## src/sliding_window_median_top_defines.svh

```systemverilog
// Assertion macros shared by the sliding window median RTL.
// Users must have clk_i and rst_ni in scope; no other dependencies.
`ifndef SLIDING_WINDOW_MEDIAN_TOP_DEFINES_SVH
`define SLIDING_WINDOW_MEDIAN_TOP_DEFINES_SVH

// Same-cycle implication, disabled while reset is asserted.
`define SWM_ASSERT_IMP(name, ante, cons) \
  name: assert property (@(posedge clk_i) disable iff (!rst_ni) (ante) |-> (cons)) \
    else $error("swm: same-cycle check failed");

// Next-cycle implication, disabled while reset is asserted.
`define SWM_ASSERT_NXT(name, ante, cons) \
  name: assert property (@(posedge clk_i) disable iff (!rst_ni) (ante) |=> (cons)) \
    else $error("swm: next-cycle check failed");

`endif

```

## src/swm_pkg.sv

```systemverilog
// Shared types and constants of the sliding window median block.
// No dependencies; imported by the interfaces, swm_ctrl, swm_datapath and the top level.
`default_nettype none

package swm_pkg;

  localparam int SAMPLE_W = 16;
  localparam int TOTAL_W  = 48;
  localparam int CFG_W    = 11;
  localparam logic [CFG_W-1:0] CFG_WIN_RESET = 11'd3;

  typedef enum logic [3:0] {
    S_CLEAR,
    S_IDLE,
    S_RING,
    S_RMV_RD,
    S_RMV_WR,
    S_ADD_RD,
    S_ADD_WR,
    S_CHECK,
    S_DESC,
    S_DONE
  } swm_state_e;

  // Commands from the controller to the datapath.
  typedef struct packed {
    logic take;
    logic clr_start;
    logic clr_step;
    logic ring_rd;
    logic rmv_rd;
    logic rmv_wr;
    logic add_wr;
    logic desc_start;
    logic desc_step;
    logic out_load;
  } swm_cmd_t;

  // Status from the datapath to the controller.
  typedef struct packed {
    logic clr_last;
    logic full;
    logic desc_last;
    logic out_full;
    logic cfg_wr;
  } swm_sts_t;

endpackage

`default_nettype wire

```

## src/swm_ctrl.sv

```systemverilog
// Controller state machine of the sliding window median block.
// Depends on swm_pkg and the assertion macro header.
`default_nettype none
`include "sliding_window_median_top_defines.svh"

module swm_ctrl
  import swm_pkg::*;
(
  input  wire logic     clk_i,
  input  wire logic     rst_ni,
  input  wire logic     in_valid_i,
  input  wire logic     in_restart_i,
  output logic          in_ready_o,
  input  wire swm_sts_t sts_i,
  output swm_cmd_t      cmd_o
);

  swm_state_e state_q, state_d;
  logic       pend_q, pend_d;

  always_ff @(posedge clk_i or negedge rst_ni) begin
    if (!rst_ni) begin
      state_q <= S_CLEAR;
      pend_q  <= 1'b0;
    end else begin
      state_q <= state_d;
      pend_q  <= pend_d;
    end
  end

  always_comb begin
    state_d    = state_q;
    pend_d     = pend_q;
    cmd_o      = '0;
    in_ready_o = 1'b0;
    case (state_q)
      S_CLEAR: begin
        cmd_o.clr_step = 1'b1;
        if (sts_i.clr_last) begin
          pend_d  = 1'b0;
          state_d = pend_q ? S_RING : S_IDLE;
        end
      end
      S_IDLE: begin
        in_ready_o = 1'b1;
        if (in_valid_i) begin
          cmd_o.take = 1'b1;
          if (in_restart_i) begin
            cmd_o.clr_start = 1'b1;
            pend_d          = 1'b1;
            state_d         = S_CLEAR;
          end else begin
            state_d = S_RING;
          end
        end
      end
      S_RING: begin
        cmd_o.ring_rd = 1'b1;
        state_d       = sts_i.full ? S_RMV_RD : S_ADD_RD;
      end
      S_RMV_RD: begin
        cmd_o.rmv_rd = 1'b1;
        state_d      = S_RMV_WR;
      end
      S_RMV_WR: begin
        cmd_o.rmv_wr = 1'b1;
        state_d      = S_ADD_RD;
      end
      S_ADD_RD: begin
        state_d = S_ADD_WR;
      end
      S_ADD_WR: begin
        cmd_o.add_wr = 1'b1;
        state_d      = S_CHECK;
      end
      S_CHECK: begin
        if (sts_i.full) begin
          cmd_o.desc_start = 1'b1;
          state_d          = S_DESC;
        end else begin
          state_d = S_IDLE;
        end
      end
      S_DESC: begin
        cmd_o.desc_step = 1'b1;
        if (sts_i.desc_last) begin
          state_d = S_DONE;
        end
      end
      S_DONE: begin
        if (!sts_i.out_full) begin
          cmd_o.out_load = 1'b1;
          state_d        = S_IDLE;
        end
      end
      default: begin
        state_d = S_CLEAR;
      end
    endcase

    // A register write restarts the window from scratch.
    if (sts_i.cfg_wr) begin
      cmd_o           = '0;
      cmd_o.clr_start = 1'b1;
      pend_d          = 1'b0;
      in_ready_o      = 1'b0;
      state_d         = S_CLEAR;
    end
  end

  `SWM_ASSERT_NXT(a_cfg_clears, sts_i.cfg_wr, state_q == S_CLEAR)
  `SWM_ASSERT_IMP(a_load_free, cmd_o.out_load, !sts_i.out_full)
  `SWM_ASSERT_IMP(a_ready_idle, in_ready_o, state_q == S_IDLE)

endmodule

`default_nettype wire

```

## config.mk

```make
export PLATFORM = sky130hd
export DESIGN_NAME = swm_ctrl
export DESIGN_NICKNAME = d
export VERILOG_FILES = /design/src/swm_pkg.sv /design/src/swm_ctrl.sv
export VERILOG_INCLUDE_DIRS = /design/src /design/src/src
export SDC_FILE = /design/constraint.sdc
export NUM_CORES = 1
export LEC_CHECK = 0
export ABC_AREA = 1
export BUFFER_PORTS_ARGS = -buffer_cell sky130_fd_sc_hd__buf_2
export CORE_MARGIN = 2
export CORE_UTILIZATION = 40
export DETAILED_ROUTE_END_ITERATION = 7
export PLACE_DENSITY = 0.71
export SYNTH_ARGS = -nofsm -noshare
export SYNTH_HDL_FRONTEND = slang
export SYNTH_SLANG_ARGS = --single-unit
```

## constraint.sdc

```tcl
create_clock -name clk_i -period 2.3 [get_ports clk_i]
set_clock_uncertainty 0.2 [all_clocks]
set_input_delay 0 -clock clk_i [delete_from_list [all_inputs] [get_ports clk_i]]
set_output_delay 0 -clock clk_i [all_outputs]
set_load 0.005 [all_outputs]
```

==> Word level (Yosys, flattened, before mapping) <==
Cells that the tools add are included.
{ "word_totals": {"reg_bits": 5, "inputBits": 9} }
{ "classes": {"eq_ne": 14, "mux": 31, "reduce_logical": 4} }
{ "ops": {"columns": ["cell", "count"], "rows": [
  ["one-hot mux 4 bit (10 select lines)", 1],
  ["two-way mux 4 bit", 6],
  ["two-way mux 1 bit", 17],
  ["equality test 4 x 3 -> 1 bit, second input constant", 4],
  ["inequality test 3 bit, second input constant", 5],
  ["two-way mux 10 bit", 1],
  ["equality test 4 x 2 -> 1 bit, second input constant", 2],
  ["equality test 4 bit, second input constant", 2],
  ["two-way mux 2 bit", 4],
  ["AND reduction 4 bit", 2],
  ["equality test 4 x 1 -> 1 bit, second input constant", 1],
  ["logical NOT 4 bit", 1],
  ["two-way mux 3 bit", 1],
  ["nonzero test 3 bit", 1],
  ["one-hot mux 1 bit (2 select lines)", 1]
]} }

==> Longest topological paths before layout <==
Gate-level depths: netlist of run 1.
{ "logic_depth": {"depth_word": 4, "mapped_depth": 8, "depth_no_buf": 8} }

==> Worst setup path before layout of run 1 <==
OpenSTA, ideal clock, no wires.
{ "synth_timing": {"path_type": "register -> register", "from": "reg state_q[1]", "to": "reg state_q[3]", "setup_ns": 0.120, "arrival_ns": 1.020, "path_slack_ns": 0.959, "stages_incl_launch_ff": 7, "synth_period_minus_slack_ns": 1.341, "path_cell_list": "dfrtp_1 -> nor2_2 -> nand3_1 -> nand2_2 -> nor2_4 -> o21ai_1 -> nand2_1"} }
{ "synth_via": {"elab_chain_len": 3} }
{ "synth_rtl": {"columns": ["element", "line", "text"], "rows": [
  ["start: declaration", "swm_ctrl.sv:18", "swm_state_e state_q, state_d;"],
  ["start signal: assignment", "swm_ctrl.sv:26", "state_q <= state_d;"],
  ["equality test 4 bit, or another cell as far along", "swm_ctrl.sv:36", "case (state_q)"],
  ["one-hot mux 4 bit (10 select lines) / inequality test 3 bit (equally long branches)", null, null],
  ["two-way mux 4 bit / AND reduction 4 bit (equally long branches)", null, null]
]} }
Several ways; a longest one is shown, not always the timed one.
A chain may end at the register's enable or synchronous reset.

==> Worst setup path after layout of run 1 <==
Same ends and word-level chain as after synthesis.

==> flow_metrics.env, run 1 <==
export IMPL_synthTopCellsByCount="21 x nand2_1, 18 x nor2_1, 13 x inv_1"
export IMPL_drtAntennaViolNets=0
export IMPL_routed_wirelength_mm=1.43
export IMPL_fp_dieH_um=40.8
export IMPL_path_clk_slew_ns=0.05
export IMPL_dp_hpwl_mm=1.13
export IMPL_yosysMostFrequentCell="nand2_1"
export IMPL_h_tree_depth=1
export IMPL_fin_util_pct=57.4
export IMPL_synth_area_per_cell_um2=5.78
export IMPL_worst_pin_slew_ns=0.271
export IMPL_maxCapViolCount=0
export IMPL_cp_start_kind="register"
export IMPL_rows=13
export IMPL_routabilityCongestion=0.837
export IMPL_die_area_mm2=0.00167
export IMPL_dp_cells=127
export IMPL_finalSetupViolations=0
export IMPL_crit_required_ns=2.28
export IMPL_vias=675
export IMPL_syn_nets=103
export IMPL_ys_async_sr_fraction_pct=100
export IMPL_antenna_found_initial=0
export IMPL_period_share_pct=84.3
export IMPL_groute_usage_overall_pct=20.3
export IMPL_grt_pass1_vias=562
export IMPL_peakVddDrop_mv=0.346
export IMPL_slew_violations=0
export IMPL_status="complete, no violations"
export IMPL_synth_cells=94
export IMPL_grt_ovfl_total=0
export IMPL_dieWidth_um=40.8
export IMPL_fin_setup_tns_ns=0
export IMPL_yosys_warnings=0
export IMPL_hold_class="in -> reg"
export IMPL_cts_path_max_buffers=2
export IMPL_power_total_uw=587
export IMPL_setup_ws_ns=0.361
export IMPL_synthDistinctLibCells=17
export IMPL_worstPathArrival_ns=1.92
export IMPL_synth_enable_flop_cells=0
export IMPL_fmax_mhz=516
export IMPL_drt_iter0_drc=21
export IMPL_stdcell_count=137
export IMPL_avgRoutedWirePerCell_um=10.4
export IMPL_drcViolationCount=0
export IMPL_dr_pass1_iters=4
export IMPL_cts_sinks=5
export IMPL_p_leak_nw=0.432
export IMPL_maxSlewHeadroom_pct=81.9
export IMPL_ys_ff_latch=5
export IMPL_tritoncts="done"
export IMPL_root_buffer="clkbuf_4"
export IMPL_cts_buffers=3
export IMPL_vias_per_cell=4.93
export IMPL_initial_core_util_pct=42.3
export IMPL_reg2reg_depth=6
export IMPL_endpoint_kind="register"
export IMPL_syn2layout_area_growth_pct=35.9
export IMPL_netlist_area_um2=543
export IMPL_core_area_mm2=0.00128
export IMPL_clock_latency_ns=0.24
export IMPL_dominantRegCellSynth="dfrtp_1"
export IMPL_yosysTopAreaCell="dfrtp_1"
export IMPL_path_class="reg -> reg"
export IMPL_grt_pass1_wl_mm=2.23
export IMPL_ys_seq_area_share_pct=23.0
export IMPL_hold_path_depth=6
export IMPL_period_minus_slack_ns=1.94
export IMPL_crit_fanout=7
export IMPL_grt_max_degree=15
export IMPL_rsz0062_at_grt="false"
export IMPL_fin_nets=132
export IMPL_ios=20
export IMPL_drive_above_1_share_pct=31.1
export IMPL_antenna_cells=0
export IMPL_finalHoldViolations=0
export IMPL_port_buffer_count=19
export IMPL_synthTopCellsByArea="dfrtp_1 23%, nand2_1 15%, nor2_1 12%"
export IMPL_synth_top_area_share_pct=23.0
export IMPL_place_ws_ns=0.828
export IMPL_power_density_mw_per_mm2=795
[stage by stage]
| step | hold WS, ns | area, um^2 |
|---|---|---|
| finish | 0.00989 | 738 |
| global route | 0.0454 | 738 |
| floorplan | -0.496 | 543 |
| CTS | 0.00474 | 738 |
| detailed placement | -0.377 | 652 |
| global placement | -0.375 | 652 |
[kinds of logic after synthesis]
family | share of synthesized area [%]
compound gates | 5.99
flops | 23.0
simple gates | 59.0
buf+inv | 12.0
[critical path: stages (launching register included)]
cell and delay, ns:
dfrtp_1 0.46, nor2_2 0.29, nand3_1 0.15, o21ai_1 0.10, dlygate4sd3_1 0.56, inv_1 0.05
nand2_1 0.06
[layer usage]
layer  GRT usage, %  up-vias  wire, um
met1           25.5      291       605
met2           34.4       38       688
met4              0        0         0
met5              0        -         0
met3           8.15        0       136
li1               -      346         -
[sequential cells by signal, indices dropped and copies added (netlist names)]
signal	flops
state_q	4
pend_q	1
[layout make-up]
class / count / area [um^2]
multi-input cells: 72 / 353
well taps: 15 / 18.8
inverters: 16 / 60.1
clock buffers: 4 / 26.3
repair buffers: 25 / 155
flip-flops and latches: 5 / 125
fillers: 136 / 547
[worst paths after layout]
path | start | endpoint | slack, ns
worst max-delay path | state_q[1]$_DFFE_PN0P_ | state_q[3]$_DFFE_PN0P_ | 0.36
worst min-delay path | in_restart_i | state_q[1]$_DFFE_PN0P_ | 0.01
min in group asynchronous | rst_ni | state_q[0]$_DFFE_PN0P_ | 0.47
max in group asynchronous | rst_ni | state_q[3]$_DFFE_PN0P_ | 1.23
worst min register to register | pend_q$_DFFE_PN0P_ | pend_q$_DFFE_PN0P_ | 0.33
worst max register to register | state_q[1]$_DFFE_PN0P_ | state_q[3]$_DFFE_PN0P_ | 0.36
[power by group]
| part | switching, mW | internal (mW) | leakage (nW) | total [mW] |
|---|---|---|---|---|
| registers | 0.0441 | 0.113 | 0.0676 | 0.157 |
| logic | 0.204 | 0.123 | 0.349 | 0.327 |
| clock network | 0.0371 | 0.0657 | 0.0150 | 0.103 |
| total | 0.285 | 0.301 | 0.432 | 0.587 |
[cells in the final DEF (no fill, tap or decap)]
cell / count
and2_1: 1
buf_2: 19
clkbuf_1: 1
clkbuf_4: 3
dfrtp_1: 5
dlygate4sd3_1: 6
inv_1: 13
inv_2: 3
nand2_1: 21
nand2_2: 3
nand3_1: 8
nand3_2: 1
nor2_1: 18
nor2_2: 5
nor2_4: 2
nor3_1: 5
nor3_2: 2
o21ai_0: 2
o21ai_1: 3
o31ai_1: 1
[repair_timing]
action,in CTS,in global routing
hold buffers,6,0
buffers inserted,0,0
resized for setup,0,0
endpoints found under the hold margin,7,0
setup endpoints to repair,0,0
Power figures use the tool's default switching activity.
==> run 2, diff against run 1 <==
clock period = 1.9 ns   (was 2.3 ns; I/O delays follow)
==> run 2 against run 1 <==
Against the previous run: combinational power grew 21%; first-iteration DRC count shrank 9.5%; via count decreased by 1.2%; wire length is 2.4% higher; sequential share of layout area shrank 0.23 points; final area is 1.4% higher; core utilization grew 0.78 points; final cell count up 0.73%; clock power grew 33%; register-to-register slack better by 0.03 ns; global-route usage increased by 0.20 points; largest power group unchanged.
==> flow_metrics.env, run 2 (same netlist as run 1, synthesis figures left out) <==
export IMPL_status="complete, no violations"
export IMPL_setup_ws_ns=0.289
export IMPL_root_buffer="clkbuf_4"
export IMPL_dp_cells=127
export IMPL_cp_start_kind="register"
export IMPL_drtAntennaViolNets=0
export IMPL_cts_resized=0
export IMPL_drcViolationCount=0
export IMPL_finalHoldViolations=0
export IMPL_cpLargestDelayFamily="flip-flops"
export IMPL_combPwrFrac_pct=54.6
export IMPL_peakVddDrop_mv=0.413
export IMPL_reg2reg_depth=6
export IMPL_grt_pass1_vias=555
export IMPL_crit_required_ns=1.70
export IMPL_maxSlewHeadroom_pct=81.0
export IMPL_clock_latency_ns=0.27
export IMPL_place_ws_ns=0.436
export IMPL_maxCapViolCount=0
export IMPL_crit_cells=4
export IMPL_worstPathCellList="nor2_4, nand2_1, o31ai_1, buf_2"
export IMPL_cts_sinks=5
export IMPL_ios=20
export IMPL_vias_per_cell=4.83
export IMPL_cts_buffers=3
export IMPL_fp_dieH_um=40.8
export IMPL_r2r_end="state_q[3]$_DFFE_PN0P_"
export IMPL_crit_path_end="cmd_o[8]"
export IMPL_avgRoutedWirePerCell_um=10.6
export IMPL_stdcell_count=138
export IMPL_routabilityCongestion=0.835
export IMPL_path_class="reg -> out"
export IMPL_tritoncts="done"
export IMPL_grt_ovfl_total=0
export IMPL_startpoint="state_q[2]$_DFFE_PN0P_"
export IMPL_routed_wirelength_mm=1.46
export IMPL_worstPathArrival_ns=1.41
export IMPL_syn2layout_area_growth_pct=37.8
export IMPL_largest_registers="state_q (4), pend_q (1)"
export IMPL_p_switching_uw=362
export IMPL_grt_max_degree=15
export IMPL_postPlaceCellArea_um2=652
export IMPL_cts_path_max_buffers=2
export IMPL_antenna_found_initial=0
export IMPL_period_minus_slack_ns=1.61
export IMPL_p_sw_share_pct=49.9
export IMPL_die_area_mm2=0.00167
export IMPL_antenna_cells=0
export IMPL_worstHoldStart="in_valid_i"
export IMPL_initial_core_util_pct=42.3
export IMPL_p_leak_nw=0.431
export IMPL_port_buffer_count=19
export IMPL_hold_class="in -> reg"
export IMPL_power_total_uw=725
export IMPL_drive_above_1_share_pct=30.9
export IMPL_critical_path_slowest_cell="dfrtp_1"
export IMPL_rows=13
export IMPL_core_area_mm2=0.00128
export IMPL_pwr_share_seq_pct=26.5
export IMPL_finalSetupViolations=0
export IMPL_slew_violations=0
export IMPL_vias=667
export IMPL_power_density_mw_per_mm2=969
export IMPL_period_share_pct=84.8
export IMPL_grt_pass1_wl_mm=2.19
export IMPL_dr_pass1_iters=4
export IMPL_rsz0062_at_grt="false"
export IMPL_dieWidth_um=40.8
export IMPL_r2r_start="state_q[1]$_DFFE_PN0P_"
export IMPL_endpoint_kind="output port"
export IMPL_h_tree_depth=1
export IMPL_groute_usage_overall_pct=20.5
export IMPL_dp_hpwl_mm=1.12
export IMPL_final_common_cell="nand2_1"
export IMPL_fin_nets=133
export IMPL_regToRegSetupSlack_ns=0.39
export IMPL_final_cell_area_um2=748
export IMPL_clockPowerShare_pct=18.9
export IMPL_cp_num_buf_inv=1
export IMPL_fin_setup_tns_ns=0
export IMPL_fmax_mhz=621
export IMPL_worst_pin_slew_ns=0.285
export IMPL_largest_register="state_q"
export IMPL_drt_iter0_drc=19
export IMPL_largest_reg_flops=4
export IMPL_slowest_delay_ns=0.45
export IMPL_final_cell_mix="21 x nand2_1, 19 x buf_2, 18 x nor2_1"
export IMPL_path_clk_slew_ns=0.06
export IMPL_p_int_uw=363
export IMPL_crit_fanout=8
export IMPL_post_cts_buffers=0
run 2: metrics by stage:
stage	hold WS [ns]	util [%]
after detailed placement	-0.376	50.7
after CTS	0.0119	58.2
after floorplan	-0.496	-
after global placement	-0.375	50.7
after global routing	0.0609	58.2
final	0.00943	58.2
run 2: how the worst min path moves through the flow:
stage | end | slack (ns) | depth (start not counted)
floorplan | pend_q$_DFFE_PN0P_ | -0.50 | 0
global placement | state_q[3]$_DFFE_PN0P_ | -0.37 | 1
detailed placement | state_q[3]$_DFFE_PN0P_ | -0.38 | 1
CTS | state_q[0]$_DFFE_PN0P_ | 0.01 | 6
global route | state_q[0]$_DFFE_PN0P_ | 0.06 | 6
finish | state_q[0]$_DFFE_PN0P_ | 0.009 | 6
run 2: cell type report:
cell class	instances	area (um^2)
repair buffers	26	165
multi-input cells	72	353
inverters	16	60.1
fillers	137	537
clock buffers	4	26.3
well taps	15	18.8
flip-flops and latches	5	125
run 2: power by group through the flow:
stage / sequential [mW] / combinational, mW / clock (mW)
after floorplan: 0.179 / 0.290 / 0
after global placement: 0.190 / 0.377 / 0
after detailed placement: 0.192 / 0.378 / 0
after CTS: 0.191 / 0.395 / 0.135
after global routing: 0.198 / 0.444 / 0.137
final: 0.192 / 0.396 / 0.137
run 2: per-layer routing:
layer | track usage [%] | up-vias | wire (um)
li1 | - | 350 | -
met1 | 23.8 | 287 | 647
met2 | 35.9 | 27 | 694
met3 | 3.26 | 3 | 97
met4 | 10.0 | 0 | 25
met5 | 0 | - | 0
run 2: worst register-to-register path, stage by stage, from the launching register on:
cell,delay [ns]
dfrtp_1,0.46
nor2_2,0.30
nand3_1,0.16
nand2_2,0.11
nor2_4,0.05
o21ai_1,0.06
nand2_1,0.05
run 2: repair_timing:
item                       4_1_cts  5_1_grt
setup endpoints to repair        0        0
hold buffers                     7        0
hold endpoints to repair         8        0
